File: config.mk
export PLATFORM = sky130hd
export DESIGN_NAME = race_start_light_timer_flat
export DESIGN_NICKNAME = d
export VERILOG_FILES = /design/src/hw/rtl/rslt_pkg.sv /design/src/hw/rtl/rslt_if.sv /design/src/hw/rtl/race_start_light_timer.sv /design/src/flat_wrapper.sv
export SDC_FILE = /design/constraint.sdc
export NUM_CORES = 1
export LEC_CHECK = 0
export BUFFER_PORTS_ARGS = -buffer_cell sky130_fd_sc_hd__clkbuf_2
export CORE_ASPECT_RATIO = 1.75
export CORE_UTILIZATION = 45
export CTS_BUF_LIST = sky130_fd_sc_hd__clkbuf_4
export CTS_CLUSTER_SIZE = 10
export DETAILED_ROUTE_END_ITERATION = 7
export PLACE_DENSITY = 0.64
export SLEW_MARGIN = 40
export SYNTH_ARGS = -nofsm -noshare
export SYNTH_HDL_FRONTEND = slang
export SYNTH_SLANG_ARGS = --single-unit
File: constraint.sdc
create_clock -name clk -period 3.7 [get_ports clk]
set_input_delay 0.74 -clock clk [delete_from_list [all_inputs] [get_ports clk]]
set_output_delay 0.74 -clock clk [all_outputs]
set_load 0.01 [all_outputs]
File: src/hw/rtl/rslt_pkg.sv
// Shared constants for the race start light timer.
`timescale 1ns / 1ps
package rslt_pkg;

  localparam int unsigned CFG_W       = 16;
  localparam int unsigned CFG_IDX_W   = 2;
  localparam int unsigned ELAPSED_W   = 24;
  localparam int unsigned TIME_BITS_D = 24;

  localparam logic [CFG_W-1:0] RED_MS_RST      = 16'd1000;
  localparam logic [CFG_W-1:0] YELLOW_MS_RST   = 16'd3000;
  localparam logic [CFG_W-1:0] DEBOUNCE_MS_RST = 16'd10000;

  localparam logic [CFG_IDX_W-1:0] REG_RED_MS      = 2'd0;
  localparam logic [CFG_IDX_W-1:0] REG_YELLOW_MS   = 2'd1;
  localparam logic [CFG_IDX_W-1:0] REG_DEBOUNCE_MS = 2'd2;

endpackage

File: src/hw/rtl/rslt_if.sv
// Valid/ready channel interfaces for tick items and result items.
`timescale 1ns / 1ps
interface rslt_in_if;
  logic valid;
  logic ready;
  logic start_req;
  logic reset_req;
  logic barrier_edge;

  modport source (output valid, output start_req, output reset_req, output barrier_edge,
                  input ready);
  modport sink (input valid, input start_req, input reset_req, input barrier_edge,
                output ready);
endinterface

interface rslt_out_if;
  logic                           valid;
  logic                           ready;
  logic                           red_lamp;
  logic                           yellow_lamp;
  logic                           green_lamp;
  logic [1:0]                     phase;
  logic [rslt_pkg::ELAPSED_W-1:0] elapsed_ms;
  logic                           false_start;
  logic                           finish_pulse;

  modport source (output valid, output red_lamp, output yellow_lamp, output green_lamp,
                  output phase, output elapsed_ms, output false_start,
                  output finish_pulse, input ready);
  modport sink (input valid, input red_lamp, input yellow_lamp, input green_lamp,
                input phase, input elapsed_ms, input false_start, input finish_pulse,
                output ready);
endinterface

File: src/hw/rtl/race_start_light_timer.sv
// Top level of the race start light timer: tick handling, state and result register.
`timescale 1ns / 1ps
// Each tick item updates the race state in the cycle it transfers and its result
// appears in the output register on the next cycle; a new tick is taken every cycle
// while the result register is empty or being drained, so throughput is one item
// per clock. Configuration writes take effect on the next tick and belong in idle
// periods.
module race_start_light_timer #(
  parameter int unsigned TIME_BITS = rslt_pkg::TIME_BITS_D
) (
  input  logic                           clk,
  input  logic                           rst_n,
  rslt_in_if.sink                        in_ch,
  rslt_out_if.source                     out_ch,
  input  logic                           cfg_we,
  input  logic [rslt_pkg::CFG_IDX_W-1:0] cfg_index,
  input  logic [rslt_pkg::CFG_W-1:0]     cfg_wdata
);

  localparam int unsigned CW = rslt_pkg::CFG_W;
  localparam int unsigned EW = rslt_pkg::ELAPSED_W;

  typedef enum logic [1:0] {
    PH_IDLE   = 2'd0,
    PH_LIGHTS = 2'd1,
    PH_RUN    = 2'd2,
    PH_FIN    = 2'd3
  } phase_t;

  typedef enum logic [1:0] {
    STEP_RED   = 2'd0,
    STEP_RY    = 2'd1,
    STEP_GREEN = 2'd2
  } step_t;

  logic [CW-1:0]        red_ms_r, yellow_ms_r, debounce_ms_r;
  phase_t               phase_r, phase_nxt;
  step_t                step_r, step_nxt;
  logic [CW-1:0]        ltimer_r, ltimer_nxt, ltimer_inc;
  logic [TIME_BITS-1:0] rtime_r, rtime_nxt;
  logic [CW-1:0]        slc_r, slc_nxt;
  logic                 accepted, fs_nxt, fin_nxt;
  logic                 red_nxt, yel_nxt, grn_nxt;
  logic [32:0]          rtime_ext;
  logic [EW-1:0]        shown_nxt;

  logic                 out_valid_r;
  logic                 red_r, yel_r, grn_r, fs_r, fin_r;
  phase_t               out_phase_r;
  logic [EW-1:0]        elapsed_r;
  logic                 in_fire;

  assign in_ch.ready = !out_valid_r || out_ch.ready;
  assign in_fire     = in_ch.valid && in_ch.ready;
  assign ltimer_inc  = ltimer_r + CW'(1);

  always_comb begin
    accepted   = 1'b0;
    fs_nxt     = 1'b0;
    fin_nxt    = 1'b0;
    slc_nxt    = slc_r;
    phase_nxt  = phase_r;
    step_nxt   = step_r;
    ltimer_nxt = ltimer_r;
    rtime_nxt  = rtime_r;

    if (in_ch.barrier_edge && slc_r >= debounce_ms_r) begin
      accepted = 1'b1;
      slc_nxt  = '0;
    end else if (slc_r != '1) begin
      slc_nxt = slc_r + CW'(1);
    end

    if (in_ch.reset_req) begin
      phase_nxt  = PH_IDLE;
      step_nxt   = STEP_RED;
      ltimer_nxt = '0;
      rtime_nxt  = '0;
    end else begin
      unique case (phase_r)
        PH_IDLE: begin
          if (in_ch.start_req) begin
            phase_nxt  = PH_LIGHTS;
            step_nxt   = STEP_RED;
            ltimer_nxt = '0;
            rtime_nxt  = '0;
          end
        end
        PH_LIGHTS: begin
          if (accepted && step_r != STEP_GREEN) begin
            phase_nxt  = PH_IDLE;
            step_nxt   = STEP_RED;
            ltimer_nxt = '0;
            rtime_nxt  = '0;
            fs_nxt     = 1'b1;
          end else if (accepted) begin
            phase_nxt = PH_RUN;
            rtime_nxt = '0;
          end else if (step_r == STEP_RED) begin
            ltimer_nxt = ltimer_inc;
            if (ltimer_inc >= red_ms_r) begin
              step_nxt   = STEP_RY;
              ltimer_nxt = '0;
            end
          end else if (step_r == STEP_RY) begin
            ltimer_nxt = ltimer_inc;
            if (ltimer_inc >= yellow_ms_r) begin
              step_nxt   = STEP_GREEN;
              ltimer_nxt = '0;
            end
          end
        end
        PH_RUN: begin
          if (rtime_r != '1) begin
            rtime_nxt = rtime_r + TIME_BITS'(1);
          end
          if (accepted) begin
            phase_nxt = PH_FIN;
            fin_nxt   = 1'b1;
          end
        end
        PH_FIN: begin
        end
        default: begin
        end
      endcase
    end

    red_nxt = (phase_nxt != PH_IDLE) && (step_nxt == STEP_RED || step_nxt == STEP_RY);
    yel_nxt = (phase_nxt != PH_IDLE) && (step_nxt == STEP_RY);
    grn_nxt = (phase_nxt != PH_IDLE) && (step_nxt != STEP_RED) && (step_nxt != STEP_RY);

    rtime_ext = 33'(rtime_nxt);
    shown_nxt = (rtime_ext > 33'({EW{1'b1}})) ? {EW{1'b1}} : rtime_ext[EW-1:0];
  end

  always_ff @(posedge clk) begin
    if (!rst_n) begin
      red_ms_r      <= rslt_pkg::RED_MS_RST;
      yellow_ms_r   <= rslt_pkg::YELLOW_MS_RST;
      debounce_ms_r <= rslt_pkg::DEBOUNCE_MS_RST;
      phase_r       <= PH_IDLE;
      step_r        <= STEP_RED;
      ltimer_r      <= '0;
      rtime_r       <= '0;
      slc_r         <= '0;
      out_valid_r   <= 1'b0;
    end else begin
      if (cfg_we) begin
        unique case (cfg_index)
          rslt_pkg::REG_RED_MS:      red_ms_r      <= cfg_wdata;
          rslt_pkg::REG_YELLOW_MS:   yellow_ms_r   <= cfg_wdata;
          rslt_pkg::REG_DEBOUNCE_MS: debounce_ms_r <= cfg_wdata;
          default: begin
          end
        endcase
      end
      if (in_fire) begin
        phase_r     <= phase_nxt;
        step_r      <= step_nxt;
        ltimer_r    <= ltimer_nxt;
        rtime_r     <= rtime_nxt;
        slc_r       <= slc_nxt;
        out_valid_r <= 1'b1;
      end else if (out_ch.ready) begin
        out_valid_r <= 1'b0;
      end
    end
  end

  always_ff @(posedge clk) begin
    if (in_fire) begin
      red_r       <= red_nxt;
      yel_r       <= yel_nxt;
      grn_r       <= grn_nxt;
      out_phase_r <= phase_nxt;
      elapsed_r   <= shown_nxt;
      fs_r        <= fs_nxt;
      fin_r       <= fin_nxt;
    end
  end

  assign out_ch.valid        = out_valid_r;
  assign out_ch.red_lamp     = red_r;
  assign out_ch.yellow_lamp  = yel_r;
  assign out_ch.green_lamp   = grn_r;
  assign out_ch.phase        = 2'(out_phase_r);
  assign out_ch.elapsed_ms   = elapsed_r;
  assign out_ch.false_start  = fs_r;
  assign out_ch.finish_pulse = fin_r;

  a_pulse_excl: assert property (@(posedge clk) disable iff (!rst_n)
    out_valid_r |-> !(fs_r && fin_r))
    else $error("false start and finish in one result");

  a_idle_dark: assert property (@(posedge clk) disable iff (!rst_n)
    (out_valid_r && out_phase_r == PH_IDLE) |-> (!red_r && !yel_r && !grn_r))
    else $error("lamps lit in idle");

  a_green_alone: assert property (@(posedge clk) disable iff (!rst_n)
    (out_valid_r && grn_r) |-> (!red_r && !yel_r))
    else $error("green shown with red or yellow");

  a_reset_idle: assert property (@(posedge clk) disable iff (!rst_n)
    (in_fire && in_ch.reset_req) |=> (phase_r == PH_IDLE && rtime_r == '0))
    else $error("reset request did not return to idle");

  a_time_zero: assert property (@(posedge clk) disable iff (!rst_n)
    (phase_r == PH_IDLE || phase_r == PH_LIGHTS) |-> (rtime_r == '0))
    else $error("race time nonzero before the race");

endmodule

File: src/flat_wrapper.sv
// flat-port wrapper written by rule: the top's interface ports become plain ports
module race_start_light_timer_flat 
#(
  parameter int unsigned TIME_BITS = rslt_pkg::TIME_BITS_D
)
  (clk, rst_n, cfg_we, cfg_index, cfg_wdata, in_ch_valid, in_ch_start_req, in_ch_reset_req, in_ch_barrier_edge, in_ch_ready, out_ch_valid, out_ch_red_lamp, out_ch_yellow_lamp, out_ch_green_lamp, out_ch_phase, out_ch_elapsed_ms, out_ch_false_start, out_ch_finish_pulse, out_ch_ready);
  rslt_in_if in_ch_i ();
  rslt_out_if out_ch_i ();
  input  logic clk;
  input  logic rst_n;
  input  logic cfg_we;
  input  logic [rslt_pkg::CFG_IDX_W-1:0] cfg_index;
  input  logic [rslt_pkg::CFG_W-1:0] cfg_wdata;
  input wire logic [$bits(in_ch_i.valid)-1:0] in_ch_valid;
  input wire logic [$bits(in_ch_i.start_req)-1:0] in_ch_start_req;
  input wire logic [$bits(in_ch_i.reset_req)-1:0] in_ch_reset_req;
  input wire logic [$bits(in_ch_i.barrier_edge)-1:0] in_ch_barrier_edge;
  output wire logic [$bits(in_ch_i.ready)-1:0] in_ch_ready;
  output wire logic [$bits(out_ch_i.valid)-1:0] out_ch_valid;
  output wire logic [$bits(out_ch_i.red_lamp)-1:0] out_ch_red_lamp;
  output wire logic [$bits(out_ch_i.yellow_lamp)-1:0] out_ch_yellow_lamp;
  output wire logic [$bits(out_ch_i.green_lamp)-1:0] out_ch_green_lamp;
  output wire logic [$bits(out_ch_i.phase)-1:0] out_ch_phase;
  output wire logic [$bits(out_ch_i.elapsed_ms)-1:0] out_ch_elapsed_ms;
  output wire logic [$bits(out_ch_i.false_start)-1:0] out_ch_false_start;
  output wire logic [$bits(out_ch_i.finish_pulse)-1:0] out_ch_finish_pulse;
  input wire logic [$bits(out_ch_i.ready)-1:0] out_ch_ready;
  assign in_ch_i.valid = in_ch_valid;
  assign in_ch_i.start_req = in_ch_start_req;
  assign in_ch_i.reset_req = in_ch_reset_req;
  assign in_ch_i.barrier_edge = in_ch_barrier_edge;
  assign in_ch_ready = in_ch_i.ready;
  assign out_ch_valid = out_ch_i.valid;
  assign out_ch_red_lamp = out_ch_i.red_lamp;
  assign out_ch_yellow_lamp = out_ch_i.yellow_lamp;
  assign out_ch_green_lamp = out_ch_i.green_lamp;
  assign out_ch_phase = out_ch_i.phase;
  assign out_ch_elapsed_ms = out_ch_i.elapsed_ms;
  assign out_ch_false_start = out_ch_i.false_start;
  assign out_ch_finish_pulse = out_ch_i.finish_pulse;
  assign out_ch_i.ready = out_ch_ready;
  race_start_light_timer #(.TIME_BITS(TIME_BITS)) u_core (.clk(clk), .rst_n(rst_n), .in_ch(in_ch_i), .out_ch(out_ch_i), .cfg_we(cfg_we), .cfg_index(cfg_index), .cfg_wdata(cfg_wdata));
endmodule
# --- Yosys cells after proc, flatten, opt, wreduce, memory -nomap -nowiden ---
# Index checks and enable logic that the tools add are counted.
totals:
  output_inout_bits: 33
  input_bits: 26
  word_cells: 100
  ff_bits: 140
classes:
  muxes: 37
  eq_ne: 13
  n_reduce_logical: 26
  order_cmp: 3
  bitwise_logic: 2
  addsub: 3
ops:
  columns: ["operator", "count"]
  rows:
  - ["$mux 16", 10]
  - ["$mux 24", 5]
  - ["$pmux 24 s3", 1]
  - ["$ge 16x16->1", 3]
  - ["$add 16x1->16 const B", 2]
  - ["$pmux 16 s2", 1]
  - ["$mux 2", 13]
  - ["$add 24x1->24 const B", 1]
  - ["$ne 24x24->1 const B", 1]
  - ["$ne 16x16->1 const B", 1]
  - ["$eq 2x1->1 const B", 4]
  - ["$logic_not 2->1", 4]
  - ["$reduce_and 2->1", 4]
  - ["$reduce_bool 2->1", 4]
  - ["$logic_and 1x1->1", 7]
  - ["$pmux 2 s3", 1]
  - ["$mux 1", 5]
  - ["$ne 5x2->1 const B", 1]
  - ["$reduce_and 5->1", 1]
  - ["$eq 2x2->1 const B", 2]
  - ["$ne 4x4->1 const B", 1]
  - ["$pmux 2 s2", 1]
  - ["$reduce_or 2->1", 2]
  - ["$ne 3x3->1 const B", 1]
  - ["6 further kinds", 8]

# --- Logic depth before layout (Yosys ltp) ---
depth:
  ltp_word: 12
  depth_mapped: 15
  depth_no_buf: 14

# --- Worst setup path before layout ---
# No wires, ideal clock.
synth_path:
  path_type: "reg2reg"
  from: "register u_core.ltimer_r[5]"
  to: "register u_core.ltimer_r[7]"
  path_buffers: 2
  setup_ns: 0.070
  path_stages_with_launch: 16
  path_slack_ns: 0.181
  arrival_ns: 3.449
  synth_period_minus_slack_ns: 3.519
  t_required_ns: 3.630
  cell_sequence: "dfxtp_1 > clkbuf_1 > nand4_1 > nor4_1 > and3_1 > and3_1 > xor2_1 > ha_1 > nand4_1 > inv_1 > a211oi_1 > nand2_1 > a221oi_4 > buf_6 > nand4_1 > a21oi_1"
synth_between:
  elab_chain_len: 9
  elab_cells_between_ends: 11
  classes_between: "1 x add/sub; 2 x order compare; 8 x mux"
synth_rtl:
  columns: ["element", "line_no", "text"]
  rows:
  - ["from (decl)", "race_start_light_timer.sv:39", "logic [CW-1:0] ltimer_r, ltimer_nxt, ltimer_inc;"]
  - ["from (signal assigned)", "race_start_light_timer.sv:161", "ltimer_r <= ltimer_nxt;"]
  - ["$add 16x1->16 *", "race_start_light_timer.sv:55", "assign ltimer_inc = ltimer_r + CW'(1);"]
  - ["$ge 16x16->1", "race_start_light_timer.sv:107", "if (ltimer_inc >= yellow_ms_r) begin"]
  - ["$mux 16", "race_start_light_timer.sv:107", null]
  - ["$mux 16", "race_start_light_timer.sv:105", "end else if (step_r == STEP_RY) begin"]
  - ["$mux 16 *", "race_start_light_timer.sv:99", "end else if (step_r == STEP_RED) begin"]
  - ["$mux 16 *", "race_start_light_timer.sv:96", "end else if (accepted) begin"]
  - ["$mux 16 *", "race_start_light_timer.sv:90", "if (accepted && step_r != STEP_GREEN) begin"]
  - ["$pmux 16 s2 *", "race_start_light_timer.sv:80", "unique case (phase_r)"]
  - ["$mux 16 *", "race_start_light_timer.sv:74", "if (in_ch.reset_req) begin"]
# Every way passes the cells marked *; elsewhere a longest branch is shown, timed or not. The select of a mux whose other input is x is not followed.
# A chain may end at the register's enable or synchronous reset.

# --- Worst setup path in the final report ---
layout_path:
  from: "register u_core.ltimer_r[3]"
  to: "register u_core.ltimer_r[8]"
# The elaborated chain is that of the path after synthesis.

==> out/summary.md <==
Number of filler cells placed in the layout: 1692. The tree is rooted in a sky130_fd_sc_hd__clkbuf_4. For the worst hold-check slack, the log shows 0.393 ns. The number of nets in the finished design was 1093. For the static leakage power, the log shows 3.52 nW. At the end of the flow the core is filled with cells to 51.9%. For the pin with the worst max-slew slack, the measured transition is 0.827 ns.

The worst path needs 3.40 ns of the cycle, external delays included. In this run, placement finished with an instance count of 1223. The first global-routing pass estimated 34400 um of wire. The largest single stage delay on the critical path is 0.43 ns. The tools report the sequential cell area fraction in the yosys report as 39.2%. Area growth from synthesis to layout: 11.8%. The synthesized netlist devotes 18.6% of its cell area to compound gates.

After synthesis, the largest area contributor takes up 27.5% of total cell area. In the final timing run, aggregate negative setup slack is 0 ns. Insertion delay of the later-clocked pin in the worst-skew pair: 0.56 ns. Multi-input gate area in the final layout: 4420 sq um. Ranked by instance count, the synthesized netlist is headed by 158 x sky130_fd_sc_hd__nand2_1, 109 x sky130_fd_sc_hd__dfxtp_1, 86 x sky130_fd_sc_hd__nor2_1.

The largest fanout on the critical path is 9, and the wire length after detailed routing is 21300 um. In the routed design, unresolved DRC markers number 0. The logs give 0 for the remaining antenna violation count and 59 for the number of placed I/O pins. Static timing analysis puts the maximum clock frequency at 0.294 GHz. The initial utilization of the core area, before any placement, comes to 46.4%. The switching power summed over all nets is 0.820 mW. The largest area contributor in the synthesized netlist was sky130_fd_sc_hd__dfxtp_1. The library cell with the highest instance count after synthesis was sky130_fd_sc_hd__nand2_1. The number of iterations in the first detailed-routing pass came out at 7.

After synthesis, the share of flip-flops with an asynchronous set or reset is 0%. TritonCTS built the clock tree. The tools report the final number of max-transition violations as 0. The synthesized netlist devotes 8.03% of its cell area to adder and majority cells.

The synthesized netlist contains 75 unique library cells. The number of I/O port buffers was 58. For the H-tree depth reported by CTS, the log shows 4.

Headroom to the max-slew limit came out at 44.9%. The number of hold violations in the final report came out at 0. CTS saw 140 sinks.

The design draws 3.00 mW. The arrival time reported for the critical path endpoint came out at 3.86 ns. In the final layout, the share of cells above drive strength 1 is 14.9%. Setup repair after global routing left no endpoint under its margin. On the final layout, the worst clock skew is 0.0300 ns. Summing over every cut layer, the via total after detailed routing is 7157.

In this run the mean area of a mapped cell was 8.25 sq um. The die height is 178 um, and the share of the clock period used by the worst path is 91.9%. At the end of routability-driven placement, the weighted congestion stood at 0.907.

The proportion of power drawn by combinational gates was 9.1%. Capturing element type of the critical path: a flop. The maximum number of pins on one net before global-route repair was 40; the number of placement rows was 63. In the final routed layout, each cell accounts on average for 17.0 um. After detailed routing, the number of vias per cell comes to 5.69. In this run the deepest clock path goes through 2 buffers. The run gives 18200 sq um as the area of the die. The worst setup path is launched from a flop. The min-delay analysis places its worst path in the category in2reg. Final-report setup violation count: 0.

Among all flip-flop cells after synthesis, the most frequent one is sky130_fd_sc_hd__dfxtp_1. The share of total power dissipated in the clock network is 36.9%. The synthesized netlist occupies a cell area of 7950 sq um. The critical path goes through nand3_1, or2_2, nor2_1, xor2_1, ha_1, a21oi_1, o21ai_0, a211oi_1, nand2_1, a221oi_4, nand2_2, o221ai_1. The proportion of power drawn by flip-flops and latches was 54.0%. The register bit total from synthesis is 140. In this run the power density over the cells is 338 nW/um^2. In this run, synthesis inferred 31 flip-flops with an integrated enable. The floorplan step defined a core boundary enclosing 17100 sq um. After technology mapping, the gate count stands at 963. Counting the buffers created by CTS gives 17. The required time at the endpoint of the critical path was 4.16 ns; the net count after synthesis was 1040. Global routing used 24.8% of the available tracks across all layers. The run gives 3110 sq um as the area occupied by registers.

Of the total synthesized cell area, the portion taken by AND, OR, NAND and NOR gates is 24.8%. The x dimension of the die was 102 um. The cell with the biggest individual delay on the critical path was sky130_fd_sc_hd__dfxtp_1. After global routing the overflow that remains totals 0. Classification of the worst setup path: reg2reg. Across the run, the number of max-cap violations was 0.

The logs give 1 for the initial antenna violation count and 368 for the count of routing violations after the opening detailed-route iteration. The portion of synthesized area spent on multiplexers is 0.409%. For the number of global-route vias before repair, the log shows 6809.

The final cell count without fillers was 1257. Dominant combinational cell family by area after synthesis: simple AND/OR/NAND/NOR gates. The xor/xnor cell area share of the yosys netlist is 3.20%. After synthesis, the cell types taking the most area are sky130_fd_sc_hd__dfxtp_1 27%, sky130_fd_sc_hd__edfxtp_1 12%, sky130_fd_sc_hd__ha_1 8.0%.

The peak supply drop was 0.228 mV; the internal power component was 2.18 mW. During synthesis, Yosys emitted a total of 0 warnings. The HPWL after detailed placement was 16000 um. The run finished with clean final reports.

The clock-pin slew on the worst setup and hold paths was 0.14 ns; the proportion of total power due to net switching was 27.3%.
==> logic make-up (layout without fill, tap and decap cells) <==
logic type                 count (synthesis)  in the layout
and+or+nand+nor                          404            404
xor gates and xnor gates                  29             29
muxes                                      3              3
other                                      0              1
buffers and inverters                    112            178
adders and majority gates                 51             51
AOI/OAI and AO/OA                        224            224
DFF                                      140            140
==> metrics by stage <==
step	worst slack (ns)	cell area, sq um
detailed placement	0.172	8530
finish	0.298	8890
floorplan	0.181	7950
global placement	0.249	8530
CTS	0.132	8840
global route	0.0147	8890
==> registers in the layout, indices dropped and copies added, names as in the netlist, 2 cells and up <==
signal / count
u_core.out_ch.phase: 2
u_core.slc_r: 16
u_core.step_r: 2
u_core.out_ch.elapsed_ms: 24
u_core.debounce_ms_r: 16
u_core.phase_r: 2
u_core.red_ms_r: 16
u_core.yellow_ms_r: 16
u_core.rtime_r: 24
u_core.ltimer_r: 16
==> routing by layer <==
| metal | routed length (um) | track usage [%] |
|---|---|---|
| met2 | 11500 | 45.9 |
| met1 | 8190 | 25.9 |
| met4 | 1040 | 14.4 |
| met5 | 0 | 0 |
| met3 | 623 | 3.35 |
==> worst paths after layout <==
| path | from | end | slack, ns | cells past startpoint |
|---|---|---|---|---|
| max | u_core.ltimer_r[3]$_SDFFE_PN0P_ | u_core.ltimer_r[8]$_SDFFE_PN0P_ | 0.30 | 12 |
| min | in_ch_valid | u_core.out_ch.valid$_SDFFE_PN0P_ | 0.39 | 3 |
| min reg2reg | u_core.debounce_ms_r[5]$_SDFFE_PN0P_ | u_core.debounce_ms_r[5]$_SDFFE_PN0P_ | 0.46 | 2 |
| max reg2reg | u_core.ltimer_r[3]$_SDFFE_PN0P_ | u_core.ltimer_r[8]$_SDFFE_PN0P_ | 0.30 | 12 |
==> final cells by class <==
cell class	count	share of cell area (%)
flip-flops and latches	140	35.0
multi-input cells	711	49.7
clock buffers	18	1.52
well taps	227	3.20
repair buffers	90	6.11
clock inverters	14	1.99
diodes	1	0.0282
inverters	56	2.37
==> what timing repair did <==
| item | in CTS | in global routing |
|---|---|---|
| gates resized for setup | 0 | 5 |
| hold buffers | 0 | 0 |
| endpoints found under the setup margin | 0 | 17 |
| buffers inserted | 0 | 1 |
==> power groups by stage <==
stage | Clock [mW] | Sequential, mW | Combinational [mW]
after floorplan | 0 | 1.66 | 0.158
after global placement | 0 | 1.65 | 0.270
after detailed placement | 0 | 1.65 | 0.273
after CTS | 1.14 | 1.62 | 0.274
after global routing | 1.20 | 1.63 | 0.305
final | 1.11 | 1.62 | 0.273
==> critical path: cells and delay by family (launching register included) <==
family	cells	cell delay, ns
DFF	1	0.43
AOI/OAI and AO/OA	5	1.15
xor gates and xnor gates	1	0.33
and+or+nand+nor	5	1.08
adders and majority gates	1	0.32
==> cells in the final DEF (no fill, tap or decap), types with 4 or more instances in the layout <==
master,instances
sky130_fd_sc_hd__a221o_1,4
sky130_fd_sc_hd__nand4_1,27
sky130_fd_sc_hd__a211oi_1,6
sky130_fd_sc_hd__nor3_1,22
sky130_fd_sc_hd__clkbuf_4,18
sky130_fd_sc_hd__nor2b_1,5
sky130_fd_sc_hd__or3_1,5
sky130_fd_sc_hd__and3_1,11
sky130_fd_sc_hd__o41ai_1,4
sky130_fd_sc_hd__o221ai_1,10
sky130_fd_sc_hd__a32oi_1,4
sky130_fd_sc_hd__ha_1,51
sky130_fd_sc_hd__nor4_1,5
sky130_fd_sc_hd__a21oi_1,81
sky130_fd_sc_hd__and2_1,6
sky130_fd_sc_hd__nand3_1,25
sky130_fd_sc_hd__a22oi_1,4
sky130_fd_sc_hd__or2_2,5
sky130_fd_sc_hd__xnor2_1,4
sky130_fd_sc_hd__nor2_1,86
sky130_fd_sc_hd__o21ai_0,33
sky130_fd_sc_hd__dfxtp_1,108
sky130_fd_sc_hd__nand4b_1,11
sky130_fd_sc_hd__nand2b_1,9
sky130_fd_sc_hd__clkbuf_2,58
sky130_fd_sc_hd__nand2_1,158
sky130_fd_sc_hd__inv_6,7
sky130_fd_sc_hd__edfxtp_1,31
sky130_fd_sc_hd__xor2_1,24
sky130_fd_sc_hd__inv_1,54
sky130_fd_sc_hd__and4_1,5
sky130_fd_sc_hd__a31oi_1,12
sky130_fd_sc_hd__or4_1,4
sky130_fd_sc_hd__a311oi_1,4
sky130_fd_sc_hd__o211ai_1,27
sky130_fd_sc_hd__buf_4,31
Power figures use the tool's default switching activity.
